[src/hw/rtl/kvn_pkg.sv]
// ----------------------------------------------------------------------------
// kvn_pkg: shared types and constants for the knob velocity nudge block
// Pin pair codes, detent direction codes, register indexes and the control
// word passed from the decoders to the velocity accumulator.
// ----------------------------------------------------------------------------
package kvn_pkg;

  localparam int VELOCITY_BITS_DEF = 16;

  localparam int STEP_W  = 15;
  localparam int LIMIT_W = 15;
  localparam int DEB_W   = 8;
  localparam int CNT_W   = 9;
  localparam int OUT_W   = 16;
  localparam int CFG_IDX_W  = 2;
  localparam int CFG_DATA_W = 15;

  // pin pair is {A, B}
  localparam logic [1:0] PINS_00 = 2'b00;
  localparam logic [1:0] PINS_01 = 2'b01;
  localparam logic [1:0] PINS_11 = 2'b11;
  localparam logic [1:0] PINS_10 = 2'b10;

  // detent direction, 2-bit signed
  localparam logic signed [1:0] DIR_NONE = 2'sb00;
  localparam logic signed [1:0] DIR_UP   = 2'sb01;
  localparam logic signed [1:0] DIR_DOWN = 2'sb11;

  localparam logic [CFG_IDX_W-1:0] REG_VELOCITY_STEP  = 2'd0;
  localparam logic [CFG_IDX_W-1:0] REG_VELOCITY_LIMIT = 2'd1;
  localparam logic [CFG_IDX_W-1:0] REG_DEBOUNCE_MS    = 2'd2;

  localparam logic [STEP_W-1:0]  STEP_RST  = 15'd512;
  localparam logic [LIMIT_W-1:0] LIMIT_RST = 15'd5120;
  localparam logic [DEB_W-1:0]   DEB_RST   = 8'd20;

  localparam logic [CNT_W-1:0] CNT_MAX = 9'd511;

  typedef struct packed {
    logic signed [1:0] dir;
    logic              press;
  } kvn_ctrl_t;

endpackage

[src/hw/rtl/kvn_quad.sv]
// ----------------------------------------------------------------------------
// kvn_quad: quadrature detent decoder
// Keeps the previous pin pair and flags the four detent transitions.
// ----------------------------------------------------------------------------
module kvn_quad
  import kvn_pkg::*;
(
  input  logic              clk,
  input  logic              rst_n,
  input  logic              en,
  input  logic              pin_a,
  input  logic              pin_b,
  output logic signed [1:0] dir
);

  logic [1:0] prev_pins_r, prev_pins_nxt;
  logic       primed_r, primed_nxt;
  logic [1:0] now_pins;

  assign now_pins = {pin_a, pin_b};

  always_comb begin
    dir = DIR_NONE;
    if (primed_r) begin
      if ((prev_pins_r == PINS_00 && now_pins == PINS_01) ||
          (prev_pins_r == PINS_11 && now_pins == PINS_10)) begin
        dir = DIR_UP;
      end else if ((prev_pins_r == PINS_01 && now_pins == PINS_00) ||
                   (prev_pins_r == PINS_10 && now_pins == PINS_11)) begin
        dir = DIR_DOWN;
      end
    end
    prev_pins_nxt = en ? now_pins : prev_pins_r;
    primed_nxt    = primed_r | en;
  end

  always_ff @(posedge clk) begin
    if (!rst_n) begin
      prev_pins_r <= PINS_00;
      primed_r    <= 1'b0;
    end else begin
      prev_pins_r <= prev_pins_nxt;
      primed_r    <= primed_nxt;
    end
  end

endmodule

[src/hw/rtl/kvn_debounce.sv]
// ----------------------------------------------------------------------------
// kvn_debounce: button debouncer
// Counts milliseconds since the last level change; a level that outlasts
// the debounce time and differs from the stable level is taken.
// ----------------------------------------------------------------------------
module kvn_debounce
  import kvn_pkg::*;
(
  input  logic             clk,
  input  logic             rst_n,
  input  logic             en,
  input  logic             pin_button,
  input  logic             ms_tick,
  input  logic [DEB_W-1:0] debounce_ms,
  output logic             press
);

  logic             last_lvl_r, last_lvl_nxt;
  logic             stable_lvl_r, stable_lvl_nxt;
  logic [CNT_W-1:0] ms_cnt_r, ms_cnt_nxt;
  logic [CNT_W-1:0] cnt_new;
  logic             take;

  always_comb begin
    if (pin_button != last_lvl_r) begin
      cnt_new = '0;
    end else if (ms_tick && ms_cnt_r != CNT_MAX) begin
      cnt_new = ms_cnt_r + 1'b1;
    end else begin
      cnt_new = ms_cnt_r;
    end
    take  = (cnt_new > {1'b0, debounce_ms}) && (pin_button != stable_lvl_r);
    press = take && !pin_button;

    last_lvl_nxt   = en ? pin_button : last_lvl_r;
    ms_cnt_nxt     = en ? cnt_new : ms_cnt_r;
    stable_lvl_nxt = (en && take) ? pin_button : stable_lvl_r;
  end

  always_ff @(posedge clk) begin
    if (!rst_n) begin
      last_lvl_r   <= 1'b1;
      stable_lvl_r <= 1'b1;
      ms_cnt_r     <= '0;
    end else begin
      last_lvl_r   <= last_lvl_nxt;
      stable_lvl_r <= stable_lvl_nxt;
      ms_cnt_r     <= ms_cnt_nxt;
    end
  end

endmodule

[src/hw/rtl/kvn_velocity.sv]
// ----------------------------------------------------------------------------
// kvn_velocity: velocity accumulator
// Adds or subtracts the step on a detent, clamps to the limit and to the
// register range, then zeroes on a press.
// ----------------------------------------------------------------------------
module kvn_velocity
  import kvn_pkg::*;
#(
  parameter int VELOCITY_BITS = VELOCITY_BITS_DEF
) (
  input  logic               clk,
  input  logic               rst_n,
  input  logic               en,
  input  kvn_ctrl_t          ctrl,
  input  logic [STEP_W-1:0]  velocity_step,
  input  logic [LIMIT_W-1:0] velocity_limit,
  output logic [OUT_W-1:0]   target_velocity
);

  localparam int W = ((VELOCITY_BITS > OUT_W) ? VELOCITY_BITS : OUT_W) + 2;
  localparam logic signed [W-1:0] VMAX =
    {{(W-VELOCITY_BITS+1){1'b0}}, {(VELOCITY_BITS-1){1'b1}}};
  localparam logic signed [W-1:0] VMIN = ~VMAX;

  logic signed [VELOCITY_BITS-1:0] vel_r, vel_nxt;
  logic signed [W-1:0] vel_ext, step_ext, lim_pos, lim_neg;
  logic signed [W-1:0] sum, clamped, result;

  always_comb begin
    vel_ext  = W'(vel_r);
    step_ext = W'($signed({1'b0, velocity_step}));
    lim_pos  = W'($signed({1'b0, velocity_limit}));
    lim_neg  = -lim_pos;

    sum = (ctrl.dir == DIR_UP) ? vel_ext + step_ext : vel_ext - step_ext;
    clamped = sum;
    if (clamped > lim_pos) clamped = lim_pos;
    if (clamped < lim_neg) clamped = lim_neg;
    if (clamped > VMAX)    clamped = VMAX;
    if (clamped < VMIN)    clamped = VMIN;

    result = (ctrl.dir != DIR_NONE) ? clamped : vel_ext;
    if (ctrl.press) result = '0;

    target_velocity = result[OUT_W-1:0];
    vel_nxt = en ? result[VELOCITY_BITS-1:0] : vel_r;
  end

  always_ff @(posedge clk) begin
    if (!rst_n) begin
      vel_r <= '0;
    end else begin
      vel_r <= vel_nxt;
    end
  end

endmodule

[src/hw/rtl/knob_velocity_nudge.sv]
// ----------------------------------------------------------------------------
// knob_velocity_nudge: quadrature knob and debounced button velocity control
// Turns rotary knob detents into signed Q8.8 velocity steps; a debounced
// button press zeroes the velocity.
// ----------------------------------------------------------------------------
// Takes one sample word per clock and gives one result word per sample. The
// result shows on out_* in the cycle after the sample is accepted, held in
// an output register; in_stall rises only while that register is full and
// out_stall is high, so with out_stall low the block runs at one word per
// cycle. The velocity add and clamp are combinational, between the state
// registers and the output register. Configuration writes are always taken
// (cfg_ready is tied high); indexes past the register list are ignored.
module knob_velocity_nudge
  import kvn_pkg::*;
#(
  parameter int VELOCITY_BITS = VELOCITY_BITS_DEF
) (
  input  logic                    clk,
  input  logic                    rst_n,

  input  logic                    in_valid,
  output logic                    in_stall,
  input  logic                    in_pin_a,
  input  logic                    in_pin_b,
  input  logic                    in_pin_button,
  input  logic                    in_ms_tick,

  output logic                    out_valid,
  input  logic                    out_stall,
  output logic signed [OUT_W-1:0] out_target_velocity,
  output logic signed [1:0]       out_detent_dir,
  output logic                    out_button_press,
  output logic                    out_command_valid,

  input  logic                    cfg_valid,
  output logic                    cfg_ready,
  input  logic [CFG_IDX_W-1:0]    cfg_index,
  input  logic [CFG_DATA_W-1:0]   cfg_data
);

  logic               in_acc;
  kvn_ctrl_t          ctrl;
  logic signed [1:0]  quad_dir;
  logic               btn_press;
  logic [OUT_W-1:0]   vel_out;

  logic [STEP_W-1:0]  step_r, step_nxt;
  logic [LIMIT_W-1:0] limit_r, limit_nxt;
  logic [DEB_W-1:0]   deb_r, deb_nxt;

  logic               out_valid_r, out_valid_nxt;
  logic [OUT_W-1:0]   vel_r;
  logic signed [1:0]  dir_r;
  logic               press_r;
  logic               cmd_r;

  assign in_stall  = out_valid_r && out_stall;
  assign in_acc    = in_valid && !in_stall;
  assign cfg_ready = 1'b1;

  // configuration registers
  always_comb begin
    step_nxt  = step_r;
    limit_nxt = limit_r;
    deb_nxt   = deb_r;
    if (cfg_valid && cfg_ready) begin
      unique case (cfg_index)
        REG_VELOCITY_STEP:  step_nxt  = cfg_data[STEP_W-1:0];
        REG_VELOCITY_LIMIT: limit_nxt = cfg_data[LIMIT_W-1:0];
        REG_DEBOUNCE_MS:    deb_nxt   = cfg_data[DEB_W-1:0];
        default: ;
      endcase
    end
  end

  always_ff @(posedge clk) begin
    if (!rst_n) begin
      step_r  <= STEP_RST;
      limit_r <= LIMIT_RST;
      deb_r   <= DEB_RST;
    end else begin
      step_r  <= step_nxt;
      limit_r <= limit_nxt;
      deb_r   <= deb_nxt;
    end
  end

  kvn_quad u_quad (
    .clk   (clk),
    .rst_n (rst_n),
    .en    (in_acc),
    .pin_a (in_pin_a),
    .pin_b (in_pin_b),
    .dir   (quad_dir)
  );

  kvn_debounce u_debounce (
    .clk         (clk),
    .rst_n       (rst_n),
    .en          (in_acc),
    .pin_button  (in_pin_button),
    .ms_tick     (in_ms_tick),
    .debounce_ms (deb_r),
    .press       (btn_press)
  );

  assign ctrl = {quad_dir, btn_press};

  kvn_velocity #(
    .VELOCITY_BITS (VELOCITY_BITS)
  ) u_velocity (
    .clk             (clk),
    .rst_n           (rst_n),
    .en              (in_acc),
    .ctrl            (ctrl),
    .velocity_step   (step_r),
    .velocity_limit  (limit_r),
    .target_velocity (vel_out)
  );

  // output register
  always_comb begin
    if (in_acc) begin
      out_valid_nxt = 1'b1;
    end else if (!out_stall) begin
      out_valid_nxt = 1'b0;
    end else begin
      out_valid_nxt = out_valid_r;
    end
  end

  always_ff @(posedge clk) begin
    if (!rst_n) begin
      out_valid_r <= 1'b0;
    end else begin
      out_valid_r <= out_valid_nxt;
    end
  end

  always_ff @(posedge clk) begin
    if (in_acc) begin
      vel_r   <= vel_out;
      dir_r   <= ctrl.dir;
      press_r <= ctrl.press;
      cmd_r   <= (ctrl.dir != DIR_NONE) || ctrl.press;
    end
  end

  assign out_valid           = out_valid_r;
  assign out_target_velocity = $signed(vel_r);
  assign out_detent_dir      = dir_r;
  assign out_button_press    = press_r;
  assign out_command_valid   = cmd_r;

endmodule

[config.mk]
export PLATFORM = sky130hd
export DESIGN_NAME = knob_velocity_nudge
export DESIGN_NICKNAME = d
export VERILOG_FILES = /design/src/hw/rtl/kvn_pkg.sv /design/src/hw/rtl/kvn_quad.sv /design/src/hw/rtl/kvn_debounce.sv /design/src/hw/rtl/kvn_velocity.sv /design/src/hw/rtl/knob_velocity_nudge.sv
export SDC_FILE = /design/constraint.sdc
export NUM_CORES = 1
export LEC_CHECK = 0
export ABC_CLOCK_PERIOD_IN_PS = 7800
export BUFFER_PORTS_ARGS = -buffer_cell sky130_fd_sc_hd__buf_2
export CAP_MARGIN = 30
export CORE_MARGIN = 2
export CORE_UTILIZATION = 30
export CTS_CLUSTER_SIZE = 8
export DETAILED_ROUTE_END_ITERATION = 7
export SETUP_SLACK_MARGIN = 0.1
export SLEW_MARGIN = 15
export SYNTH_ARGS = -nofsm -noshare
export SYNTH_HDL_FRONTEND = slang
export SYNTH_SLANG_ARGS = --single-unit
[constraint.sdc]
create_clock -name clk -period 7.8 [get_ports clk]
set_clock_uncertainty 0.05 [all_clocks]
set_input_delay 0.78 -clock clk [delete_from_list [all_inputs] [get_ports clk]]
set_output_delay 0.78 -clock clk [all_outputs]
set_load 0.005 [all_outputs]
# --- Word-level counts from Yosys, hierarchy flattened ---
# Index checks and enable logic that the tools add are counted.
# Widths: inputs -> output; s select.
totals:
  out_inout_bits: 23
  ff_bits: 89
  wordCells: 73
  inputBits: 26
op_classes:
  n_bitwise: 1
  n_eq_ne: 13
  magnitude_cmp: 5
  muxes: 14
  n_addsub: 4
  reduce_logical: 22
ops:
  columns: ["cell", "n"]
  rows:
  - ["$mux 18", 4]
  - ["$mux 16", 3]
  - ["$gt 18x16->1", 1]
  - ["$gt 18x16->1 const B", 1]
  - ["$lt 18x16->1 const B", 1]
  - ["$lt 18x18->1", 1]
  - ["$mux 9", 2]
  - ["$neg 15->18", 1]
  - ["$add 16x16->17", 1]
  - ["$sub 16x16->17", 1]
  - ["$eq 2x2->1 const B", 6]
  - ["$logic_and 1x1->1", 10]
  - ["$add 9x1->9 const B", 1]
  - ["$gt 9x8->1", 1]
  - ["$ne 9x9->1 const B", 1]
  - ["$eq 2x1->1 const B", 3]
  - ["$logic_not 2->1", 3]
  - ["$mux 2", 3]
  - ["$reduce_and 2->1", 3]
  - ["$logic_or 1x1->1", 3]
  - ["$logic_not 1->1", 2]
  - ["$mux 1", 2]
  - ["$ne 1x1->1", 2]
  - ["$ne 2x1->1 const B", 1]
  - ["other kinds (2)", 2]

# --- Depth between registers and ports, before layout ---
# Gate-level depths: netlist (run 1).
logic_depth:
  ltp_word: 18
  ltp_mapped: 40

# --- By module ---
# From an unflattened synthesis (run 1), not the netlist that was laid out.
unflattened:
  hier_cells: 819
  area_unflattened_um2: 6786.5
by_module_without_submodules:
  columns: ["module", "area_each_um2", "cells_per_inst", "instances"]
  rows:
  - ["kvn_velocity", 3587.2, 515, 1]
  - ["knob_velocity_nudge", 2148.3, 177, 1]
  - ["kvn_debounce", 900.9, 113, 1]
  - ["kvn_quad", 150.1, 14, 1]

# --- Worst setup path after synthesis (run 1) ---
# OpenSTA, ideal clock, no wires.
synth_path:
  path_type: "input-to-reg"
  startpoint: "input port in_pin_b"
  endpoint: "register vel_r[0], in the netlist out_target_velocity[0], data pin"
  arrival_time_ns: 7.514
  path_stages: 38
  path_buffers: 4
  setup_slack_ns: -0.036
  cell_sequence: "and4b_1 -> o21ai_1 -> clkbuf_1 -> o31ai_1 -> xnor2_1 -> ha_1 -> a21oi_1 -> o21ai_0 -> nand3_1 -> nand2_1 -> a21o_1 -> a211oi_1 -> xnor2_1 -> ha_1 -> a21o_1 -> a21o_1 -> a21oi_1 -> o21ai_0 -> (+2 left out) -> ha_1 -> o31ai_2 -> clkbuf_1 -> nand2_1 -> o21ai_0 -> ha_1 -> a21o_1 -> a21o_1 -> a21oi_1 -> nor2b_1 -> o21ai_0 -> nand2b_1 -> a2111oi_0 -> a32oi_2 -> buf_6 -> buf_8 -> o31ai_1 -> o22ai_1"
synth_between:
  elab_chain_cells: 18
synth_rtl:
  columns: ["item", "line", "source"]
  rows:
  - ["start, declared", "knob_velocity_nudge.sv:24", "input logic in_pin_b,"]
  - ["$eq 2x2->1 or $logic_not 2->1 (tied branches)", "kvn_quad.sv:29, kvn_quad.sv:28", null]
  - ["$logic_and 1x1->1 (on tied branches)", "kvn_quad.sv:29, kvn_quad.sv:28", null]
  - ["$logic_or 1x1->1", "kvn_quad.sv:28", "end else if ((prev_pins_r == PINS_01 && now_pins == PINS_00) ||"]
  - ["$mux 2", "kvn_quad.sv:28", null]
  - ["$mux 2 *", "kvn_quad.sv:25", "if ((prev_pins_r == PINS_00 && now_pins == PINS_01) ||"]
  - ["$mux 2 *", "kvn_quad.sv:24", "if (primed_r) begin"]
  - ["$eq 2x2->1", "kvn_velocity.sv:35", "sum = (ctrl.dir == DIR_UP) ? vel_ext + step_ext : vel_ext - step_ext;"]
  - ["$mux 18", "kvn_velocity.sv:35", null]
  - ["(+3 left out)", null, null]
  - ["$mux 18", "kvn_velocity.sv:38", "if (clamped < lim_neg) clamped = lim_neg;"]
  - ["$gt 18x16->1", "kvn_velocity.sv:39", "if (clamped > VMAX) clamped = VMAX;"]
  - ["$mux 18", "kvn_velocity.sv:39", null]
  - ["$lt 18x16->1", "kvn_velocity.sv:40", "if (clamped < VMIN) clamped = VMIN;"]
  - ["$mux 16", "kvn_velocity.sv:40", null]
  - ["$mux 16 *", "kvn_velocity.sv:42", "result = (ctrl.dir != DIR_NONE) ? clamped : vel_ext;"]
  - ["$mux 16 *", "kvn_velocity.sv:43", "if (ctrl.press) result = '0;"]
  - ["named net u_velocity.result[0]", "kvn_velocity.sv:27", "logic signed [W-1:0] sum, clamped, result;"]
  - ["end signal, assigned", "knob_velocity_nudge.sv:142", "vel_r <= vel_out;"]
  - ["end, declared", "knob_velocity_nudge.sv:52", "logic [OUT_W-1:0] vel_r;"]
# The timed path passes the listed nets; every way through them passes the cells marked *.
# A chain may end at the register's enable or synchronous reset.

# --- Worst setup path in the final report (run 1) ---
layout_path:
  startpoint: "register step_r[0]"
  endpoint: "register vel_r[6], in the netlist out_target_velocity[6], data pin"
layout_between:
  elab_chain_cells: 12
layout_rtl:
  columns: ["item", "line", "source"]
  rows:
  - ["start, declared", "knob_velocity_nudge.sv:47", "logic [STEP_W-1:0] step_r, step_nxt;"]
  - ["start signal, assigned", "knob_velocity_nudge.sv:82", "step_r <= step_nxt;"]
  - ["$sub 16x16->17 or $add 16x16->17 (tied branches)", "kvn_velocity.sv:35", null]
  - ["$mux 18 *", "kvn_velocity.sv:35", null]
  - ["$gt 18x16->1", "kvn_velocity.sv:37", "if (clamped > lim_pos) clamped = lim_pos;"]
  - ["$mux 18 *", "kvn_velocity.sv:37", null]
  - ["$lt 18x18->1", "kvn_velocity.sv:38", null]
  - ["$mux 18 *", "kvn_velocity.sv:38", null]
  - ["$gt 18x16->1", "kvn_velocity.sv:39", null]
  - ["$mux 18 *", "kvn_velocity.sv:39", null]
  - ["$lt 18x16->1", "kvn_velocity.sv:40", null]
  - ["$mux 16 *", "kvn_velocity.sv:40", null]
  - ["$mux 16 *", "kvn_velocity.sv:42", null]
  - ["$mux 16 *", "kvn_velocity.sv:43", null]
  - ["named net u_velocity.result[6]", "kvn_velocity.sv:27", null]
# Marked as above.

==> results of run 1 <==
## worst reg2reg max path: cells and delay by family (launching register included)
family                     cells  cell delay (ns)
AOI/OAI and AO/OA             14             2.47
and+or+nand+nor                7             2.00
adders and majority gates      4             1.12
buffers and inverters          5             0.75
muxes                          2             0.61
xor gates and xnor gates       2             0.34
DFF                            1             0.33
## stage by stage
step	hold WS (ns)	setup slack, ns	cells	cell area (µm²)
6_report	0.4292	-0.01372	1266	9148
3_5_place_dp	0.4138	-0.6617	1219	7894
4_1_cts	0.4300	0.03480	1253	8598
3_3_place_gp	0.4039	-0.5576	1219	7894
2_1_floorplan	0.3927	0.1398	824	6696
5_1_grt	0.4506	-0.3782	1266	9148
## layout make-up
class                   instances  area share
clock buffers                  14     0.03050
clock inverters                 2    0.001915
repair buffers                179      0.1462
flip-flops and latches         89      0.2169
multi-input cells             656      0.5470
well taps                     280     0.03830
inverters                      46     0.01915
## state kept, by name (all words and copies together), names as in the netlist
signal                   count
out_valid                    1
u_velocity.vel_r            16
u_quad.primed_r              1
out_target_velocity         16
out_button_press             1
out_detent_dir               2
u_quad.prev_pins_r           2
out_command_valid            1
deb_r                        8
step_r                      15
u_debounce.last_lvl_r        1
limit_r                     15
u_debounce.stable_lvl_r      1
u_debounce.ms_cnt_r          9
## path summary, 6_finish.rpt
| kind | cells after the start | start | slack (ns) | endpoint |
|---|---|---|---|---|
| min | 2 | limit_r[3] | 0.43 | limit_r[3] |
| max | 34 | step_r[0] | -0.01 | out_target_velocity[6] |
| max reg2reg | 34 | step_r[0] | -0.01 | out_target_velocity[6] |
| min reg2reg | 2 | limit_r[3] | 0.43 | limit_r[3] |
## metal layers
| layer | vias up | GRT usage | part of all wire |
|---|---|---|---|
| met5 | - | 0 | 0 |
| met1 | 2984 | 0.2329 | 0.48 |
| li1 | 3226 | - | - |
| met3 | 26 | 0.03743 | 0.052 |
| met2 | 166 | 0.2719 | 0.46 |
| met4 | 0 | 0.04806 | 0.013 |
## what timing repair did
item,4_1_cts,5_1_grt
hold endpoints to repair,0,0
resized for setup,56,86
pin swaps,33,59
gates cloned,0,1
setup endpoints to repair,32,32
buffers inserted,18,10
## synthesized netlist by cell type (all sizes together), types with 4 or more instances
cell type	n	share of area
nand2b	11	0.010
mux2i	20	0.030
o21a	14	0.016
mux2	5	0.0084
o21ai	43	0.033
xor2	16	0.022
inv	46	0.026
nor3	10	0.0075
a211oi	13	0.018
dfxtp	69	0.21
nand4	14	0.013
a21o	15	0.017
a21boi	40	0.045
xnor2	35	0.046
nand2	158	0.089
ha	61	0.11
clkbuf	28	0.016
o31ai	9	0.011
nor2b	15	0.014
nand3	15	0.011
or4	7	0.0095
o211ai	5	0.0056
nor2	47	0.026
a21oi	47	0.036
nor4	5	0.0047
edfxtp	20	0.090
a22oi	4	0.0045
buf	5	0.0064
## logic make-up (layout without fill, tap and decap cells)
family / after synthesis / in the layout / synth area share
AND/OR/NAND/NOR: 301 / 301 / 0.2076
AO/OA/AOI/OAI: 212 / 212 / 0.2166
flip-flops: 89 / 89 / 0.2962
buffers and inverters: 79 / 241 / 0.04787
adder cells (fa/ha/maj): 65 / 65 / 0.1216
XOR/XNOR: 52 / 52 / 0.07126
multiplexers: 25 / 25 / 0.03834
other: 1 / 1 / 0.0005605
## power breakdown
part	total (mW)	internal [mW]	switching (mW)
clock	0.431	0.250	0.181
combinational	1.07	0.559	0.516
sequential	0.509	0.492	0.0167
==> impl_metrics.toml, run 1 <==
[sta]
slew_violations = 0
fin_crit_ns = 7.814
fin_crit_sh = 1.002
setup_ws_ns = -0.01372
grt_setup_unrepaired = "true"
fmax_mhz = 128.0
tightest_slew_ns = 0.8542
final-hold-violation-count = 0
totalNegativeSetupSlack_ns = -0.02175
slew_headroom = 0.4286
final-setup-viol-count = 3

[finish]
mostFrequentLayoutCells = "nand2_1 (151), buf_4 (114), dfxtp_1 (67)"
fin_util = 0.4192
fillers = 2170
layout.cells.most_common = "nand2_1"
drive_above_1_share = 0.3103
fin_nets = 1069
syn2layout_area_growth_pct = 36.73
multiInputGateArea_mm2 = 0.005004
num_antenna_cells = 0
regArea_mm2 = 0.001984

[floorplanning]
initial_core_util = 0.3066
ios = 49
core_area_mm2 = 0.02182
die_x_um = 153.3
die-area_mm2 = 0.02351
die_h_um = 153.3
fp-row-count = 54

[synthesis]
synth_fp_nets = 912
yosys_warnings = 0
synth-edff-count = 20
synthArstFlopShare = 0
syn_area_mm2 = 0.006690
seq_area_frac_synth = 0.2962
avgSynthCellArea_um2 = 8.119
synth_cell_types = 73
yosys_most_used_dff = "dfxtp_1"
synthCells = 824
synth_seq_cells = 89

[routing]
drt_iter0_drc = 334
vias = 6402
drt-pass1-iter-count = 5
ant_nets = 0
wirelength_um = 20540
avgRoutedWirePerCell_um = 16.22
drc = 0
drt-vias-per-instance = 5.057

[job]
maxCapViolCount = 0

[clock_tree]
clock_latency_ns = 0.35
root_buffer = "clkbuf_16"
hold_buffers = 0
clkTransAtPathRegs_ns = 0.06
cts_num_sinks = 89
cts_tree = "done"
numCtsBuffers = 9
htreeDepth = 3
ctsLongestPathBuffers = 2

[critical_path]
cp.required_ns = 7.95
path_buf_inv = 5
crit_type = "register to register"
startpoint_type = "register"
slowest_delay_ns = 0.55
crit_fanout = 8
crit_family = "compound AO/OA/AOI/OAI gates"
arrival_ns = 7.96
crit_top_cell = "a21o_1"
crit_slowest_cell = "or4_4"
end_kind = "register"

[placed_design]
port-buffer-count = 47
gp_congestion = 0.9439
hpwlAfterDp_um = 15460

[global_routing]
grt_pass1_wl_um = 32020
globalRouteOverflowTotal = 0
grt_antenna_before_repair = 0
grt_max_degree = 63
grt_use_total = 0.1707
grt_pass1_vias = 6171

[worst_hold_path]
hold_class = "register to register"

[power_and_ir_drop]
p_per_area_mw_per_mm2 = 220.2
fin_total_pwr_mw = 2.015
leakage_nw = 3.835
ir_drop_uv = 127.8

[outcome]
status = "complete, but fails checks"
violations = "negative setup slack"
No activity file was read; power rests on OpenSTA's default activity.
==> run 2: changes to the inputs <==
--- a/config.mk
+++ b/config.mk
@@ -6,13 +6,13 @@
 export NUM_CORES = 1
 export LEC_CHECK = 0
 export ABC_CLOCK_PERIOD_IN_PS = 7800
-export BUFFER_PORTS_ARGS = -buffer_cell sky130_fd_sc_hd__buf_2
 export CAP_MARGIN = 30
 export CORE_MARGIN = 2
 export CORE_UTILIZATION = 30
 export CTS_CLUSTER_SIZE = 8
 export DETAILED_ROUTE_END_ITERATION = 7
-export SETUP_SLACK_MARGIN = 0.1
+export DONT_BUFFER_PORTS = 1
+export SETUP_SLACK_MARGIN = 0.4
 export SLEW_MARGIN = 15
 export SYNTH_ARGS = -nofsm -noshare
 export SYNTH_HDL_FRONTEND = slang
==> impl_metrics.toml, run 2 (synthesis gave the netlist of run 1 again) <==
[critical_path]
crit_fanout = 5
crit_type = "register to register"
end_kind = "register"
slowest_delay_ns = 0.54
timing.rr.start = "step_r[0]"
r2r_setup_slack_ns = 0.01
crit_slowest_cell = "or4_4"
timing.rr.end = "out_target_velocity[3]"
ff2ff_path_depth = 34
crit_top_cell = "or4_4"
cp-startpoint = "step_r[0]"
arrival_ns = 7.82
cp.required_ns = 7.83
cp-endpoint = "out_target_velocity[3]"
startpoint_type = "register"

[sta]
slew_violations = 0
fin_crit_ns = 7.786
fin_crit_sh = 0.9982
fmax_mhz = 128.4
grt_setup_unrepaired = "true"
tightest_slew_ns = 0.8361
final-setup-viol-count = 0
slew_headroom = 0.4367
setup_ws_ns = 0.01442
final-hold-violation-count = 0
fin_hold_ws_ns = 0.4282

[placed_design]
dp_cells = 1170
port-buffer-count = 0
hpwlAfterDp_um = 15470
gp_congestion = 0.8920
pre_cts_ws_ns = -0.3643

[routing]
drc = 0
drt_iter0_drc = 280
ant_nets = 0
drt-vias-per-instance = 5.133
vias = 6267
avgRoutedWirePerCell_um = 16.40
drt-pass1-iter-count = 4
wirelength_um = 20020

[finish]
fillers = 2201
stdcell_count = 1221
num_antenna_cells = 0
mostFrequentLayoutCells = "nand2_1 (154), buf_4 (122), dfxtp_1 (67)"
multiInputGateArea_mm2 = 0.004887
regArea_mm2 = 0.001984
fin_nets = 1025
drive_above_1_share = 0.2678
syn2layout_area_growth_pct = 30.75
layout.cells.most_common = "nand2_1"

[power_and_ir_drop]
p_int_mw = 1.216
switching_share = 0.3580
p_comb_frac = 0.517
switchingPower_mw = 0.6778
ir_drop_uv = 116.7
p_per_area_mw_per_mm2 = 216.5
seqPwrFrac = 0.270
leakage_nw = 3.558
pwr-share-clk = 0.213

[outcome]
status = "completed"

[global_routing]
grt_max_degree = 63
grt_pass1_wl_um = 31840
grt_antenna_before_repair = 0
grt_pass1_vias = 6008
globalRouteOverflowTotal = 0
grt_use_total = 0.1703

[clock_tree]
ctsLongestPathBuffers = 2
htreeDepth = 3
root_buffer = "clkbuf_16"
clkTransAtPathRegs_ns = 0.07
numCtsBuffers = 9
cts_tree = "done"
clock_latency_ns = 0.36
cts_num_sinks = 89

[job]
maxCapViolCount = 0

[floorplanning]
die-area_mm2 = 0.02351
die_x_um = 153.3
core_area_mm2 = 0.02182
initial_core_util = 0.3066
ios = 49
fp-row-count = 54
die_h_um = 153.3

[worst_hold_path]
hold_depth = 2
hold_class = "register to register"
==> run 2: cell count changes in the layout (fill, tap and decap cells not counted), sizes merged <==
cell and change:
buf -43, clkbuf -6, clkinv +1, clkinvlp +1, inv +2
==> run 2: worst min path at each step <==
stage	from	to	slack, ns
detailed placement	u_debounce.stable_lvl_r	u_debounce.stable_lvl_r	0.42
finish	limit_r[3]	limit_r[3]	0.43
floorplan	u_debounce.stable_lvl_r	u_debounce.stable_lvl_r	0.39
global placement	limit_r[3]	limit_r[3]	0.41
global route	rst_n	deb_r[4]	0.45
CTS	limit_r[3]	limit_r[3]	0.43
==> run 2: power by group through the flow <==
stage,clock (mW),sequential [mW],combinational [mW]
3_3_place_gp,0,0.521,0.731
3_5_place_dp,0,0.521,0.732
5_1_grt,0.431,0.514,1.06
4_1_cts,0.415,0.512,0.920
6_report,0.402,0.512,0.979
2_1_floorplan,0,0.514,0.459
==> run 2: cell type report <==
cell class	instances	area share
Sequential cell	89	0.2269
Multi-Input combinational cell	656	0.5587
Tap cell	280	0.04005
Timing Repair Buffer	135	0.1242
Clock buffer	9	0.02575
Inverter	46	0.01974
Clock inverter	6	0.004720
==> run 2: repair_timing <==
action / in CTS / in global routing
endpoints found under the setup margin: 32 / 32
resized for setup: 78 / 33
cloned: 1 / 0
hold buffers: 0 / 0
pin swaps: 41 / 28
buffers inserted: 31 / 2
hold endpoints to repair: 0 / 0
==> run 2: routing by layer <==
layer  routed length [µm]  global-route usage
met3                 1435             0.05047
met1                 8922              0.2240
met4                  498             0.05111
met5                    0                   0
met2                 9167              0.2702
==> run 2: critical path, delay by kind of cell (launching register included) <==
family	cells	cell delay (ns)
buffers and inverters	7	0.99
flip-flops	1	0.34
XOR/XNOR	2	0.24
adder cells (fa/ha/maj)	3	0.83
AO/OA/AOI/OAI	14	2.39
multiplexers	1	0.32
AND/OR/NAND/NOR	7	2.35
==> run 2: through the flow <==
stage / utilization / setup TNS [ns] / power, mW / area, µm²
after floorplan: - / 0 / 0.9728 / 6748
after CTS: 0.3924 / 0 / 1.846 / 8564
final: 0.4008 / 0 / 1.894 / 8747
after global routing: 0.4008 / -8.283 / 2.003 / 8747
after global placement: 0.3519 / -3.994 / 1.252 / 7680
after detailed placement: 0.3519 / -6.739 / 1.253 / 7680
==> run 3: changes to the inputs <==
--- a/config.mk
+++ b/config.mk
@@ -7,7 +7,7 @@
 export LEC_CHECK = 0
 export ABC_CLOCK_PERIOD_IN_PS = 7800
 export CAP_MARGIN = 30
-export CORE_MARGIN = 2
+export CORE_ASPECT_RATIO = 0.75
 export CORE_UTILIZATION = 30
 export CTS_CLUSTER_SIZE = 8
 export DETAILED_ROUTE_END_ITERATION = 7
==> impl_metrics.toml, run 3 (synthesis gave the netlist of run 1 again) <==
[outcome]
status = "completed"

[floorplanning]
fp-row-count = 46
ios = 49
initial_core_util = 0.3108
die_h_um = 131.3
die-area_mm2 = 0.02291
die_x_um = 174.4
core_area_mm2 = 0.02153

[sta]
setup_ws_ns = 0.2127
final-setup-viol-count = 0
fmax_mhz = 131.8
fin_crit_sh = 0.9727
grt_setup_unrepaired = "true"
fin_hold_ws_ns = 0.4328
totalNegativeSetupSlack_ns = 0
final-hold-violation-count = 0
slew_headroom = 0.4499
fin_crit_ns = 7.587
tightest_slew_ns = 0.8165
slew_violations = 0

[power_and_ir_drop]
ir_drop_uv = 102.0
p_per_area_mw_per_mm2 = 222.3
leakage_nw = 3.451

[critical_path]
arrival_ns = 7.74
end_kind = "register"
crit_family = "simple AND/OR/NAND/NOR gates"
startpoint_type = "register"
crit_type = "register to register"
cp.required_ns = 7.95
slowest_delay_ns = 0.59
crit_fanout = 8
crit_slowest_cell = "or4_4"
path_buf_inv = 5

[finish]
multiInputGateArea_mm2 = 0.004820
fin_nets = 1004
layout.cells.most_common = "nand2_1"
drive_above_1_share = 0.2465
syn2layout_area_growth_pct = 27.77
mostFrequentLayoutCells = "nand2_1 (154), buf_4 (101), dfxtp_1 (67)"
fillers = 2207
stdcell_count = 1209
num_antenna_cells = 0
regArea_mm2 = 0.001987
fin_util = 0.3971

[placed_design]
hpwlAfterDp_um = 15880
gp_congestion = 0.9851
port-buffer-count = 0
pre_cts_ws_ns = -0.3286
dp_cells = 1168

[worst_hold_path]
hold_class = "register to register"

[clock_tree]
root_buffer = "clkbuf_16"
numCtsBuffers = 9
cts_tree = "done"
hold_buffers = 0
htreeDepth = 3
clock_latency_ns = 0.35
cts_num_sinks = 89
clkTransAtPathRegs_ns = 0.07
ctsLongestPathBuffers = 2

[job]
maxCapViolCount = 0

[routing]
avgRoutedWirePerCell_um = 17.06
vias = 6267
drc = 0
ant_nets = 0
drt_iter0_drc = 554
drt-pass1-iter-count = 7
drt-vias-per-instance = 5.184
wirelength_um = 20630

[global_routing]
grt_pass1_vias = 5786
grt_pass1_wl_um = 32100
grt_max_degree = 63
grt_use_total = 0.1774
globalRouteOverflowTotal = 0
grt_antenna_before_repair = 0
[run 3: cell types whose count changed in the layout (fill, tap and decap cells not counted), sizes merged]
cell    before  now
clkbuf       9   10
inv         49   48
buf        135  114
bufinv       0    1
[run 3: worst paths after layout]
| check | depth (start not counted) | slack (ns) | to | from |
|---|---|---|---|---|
| hold reg to reg | 2 | 0.43 | u_debounce.last_lvl_r | u_debounce.last_lvl_r |
| setup / recovery | 32 | 0.21 | out_target_velocity[8] | step_r[0] |
| hold / removal | 2 | 0.43 | u_debounce.last_lvl_r | u_debounce.last_lvl_r |
| setup reg to reg | 32 | 0.21 | out_target_velocity[8] | step_r[0] |
[run 3: worst register-to-register path, delay by kind of cell, from the launching register on]
kind	cells	cell delay (ns)
compound gates	10	1.84
buf+inv	5	0.77
xor+xnor	2	0.19
mux	2	0.56
fa+ha+maj	3	0.98
simple gates	10	2.74
flops	1	0.34
[run 3: power by group]
group          internal (mW)  switching (mW)  leakage, nW
sequential             0.492          0.0208        0.764
clock                  0.250           0.193        0.143
combinational          0.484           0.460         2.54
[run 3: routing by layer]
layer	vias up	GRT usage	routed length [µm]
met5	-	0	0
met4	0	0.02680	176
met3	14	0.05556	1942
met2	209	0.2413	8250
met1	2950	0.2706	10260
li1	3094	-	-
[run 3: layout make-up]
| type | instances | share of cell area |
|---|---|---|
| Clock buffer | 10 | 0.02679 |
| Clock inverter | 6 | 0.007758 |
| Inverter | 46 | 0.02049 |
| Multi-Input combinational cell | 656 | 0.5638 |
| Sequential cell | 89 | 0.2324 |
| Tap cell | 288 | 0.04215 |
| Timing Repair Buffer | 114 | 0.1066 |
[run 3: repair_timing]
action	CTS	global route
hold endpoints to repair	0	0
resized for setup	47	54
pin swaps	27	43
buffers inserted	8	13
cloned	3	0
setup endpoints to repair	32	32
[run 3: per-stage QoR]
stage               power, mW  cell area [µm²]
global placement        1.238             7617
floorplan              0.9728             6748
detailed placement      1.242             7636
CTS                     1.775             8194
finish                  1.900             8548
global route            2.000             8548
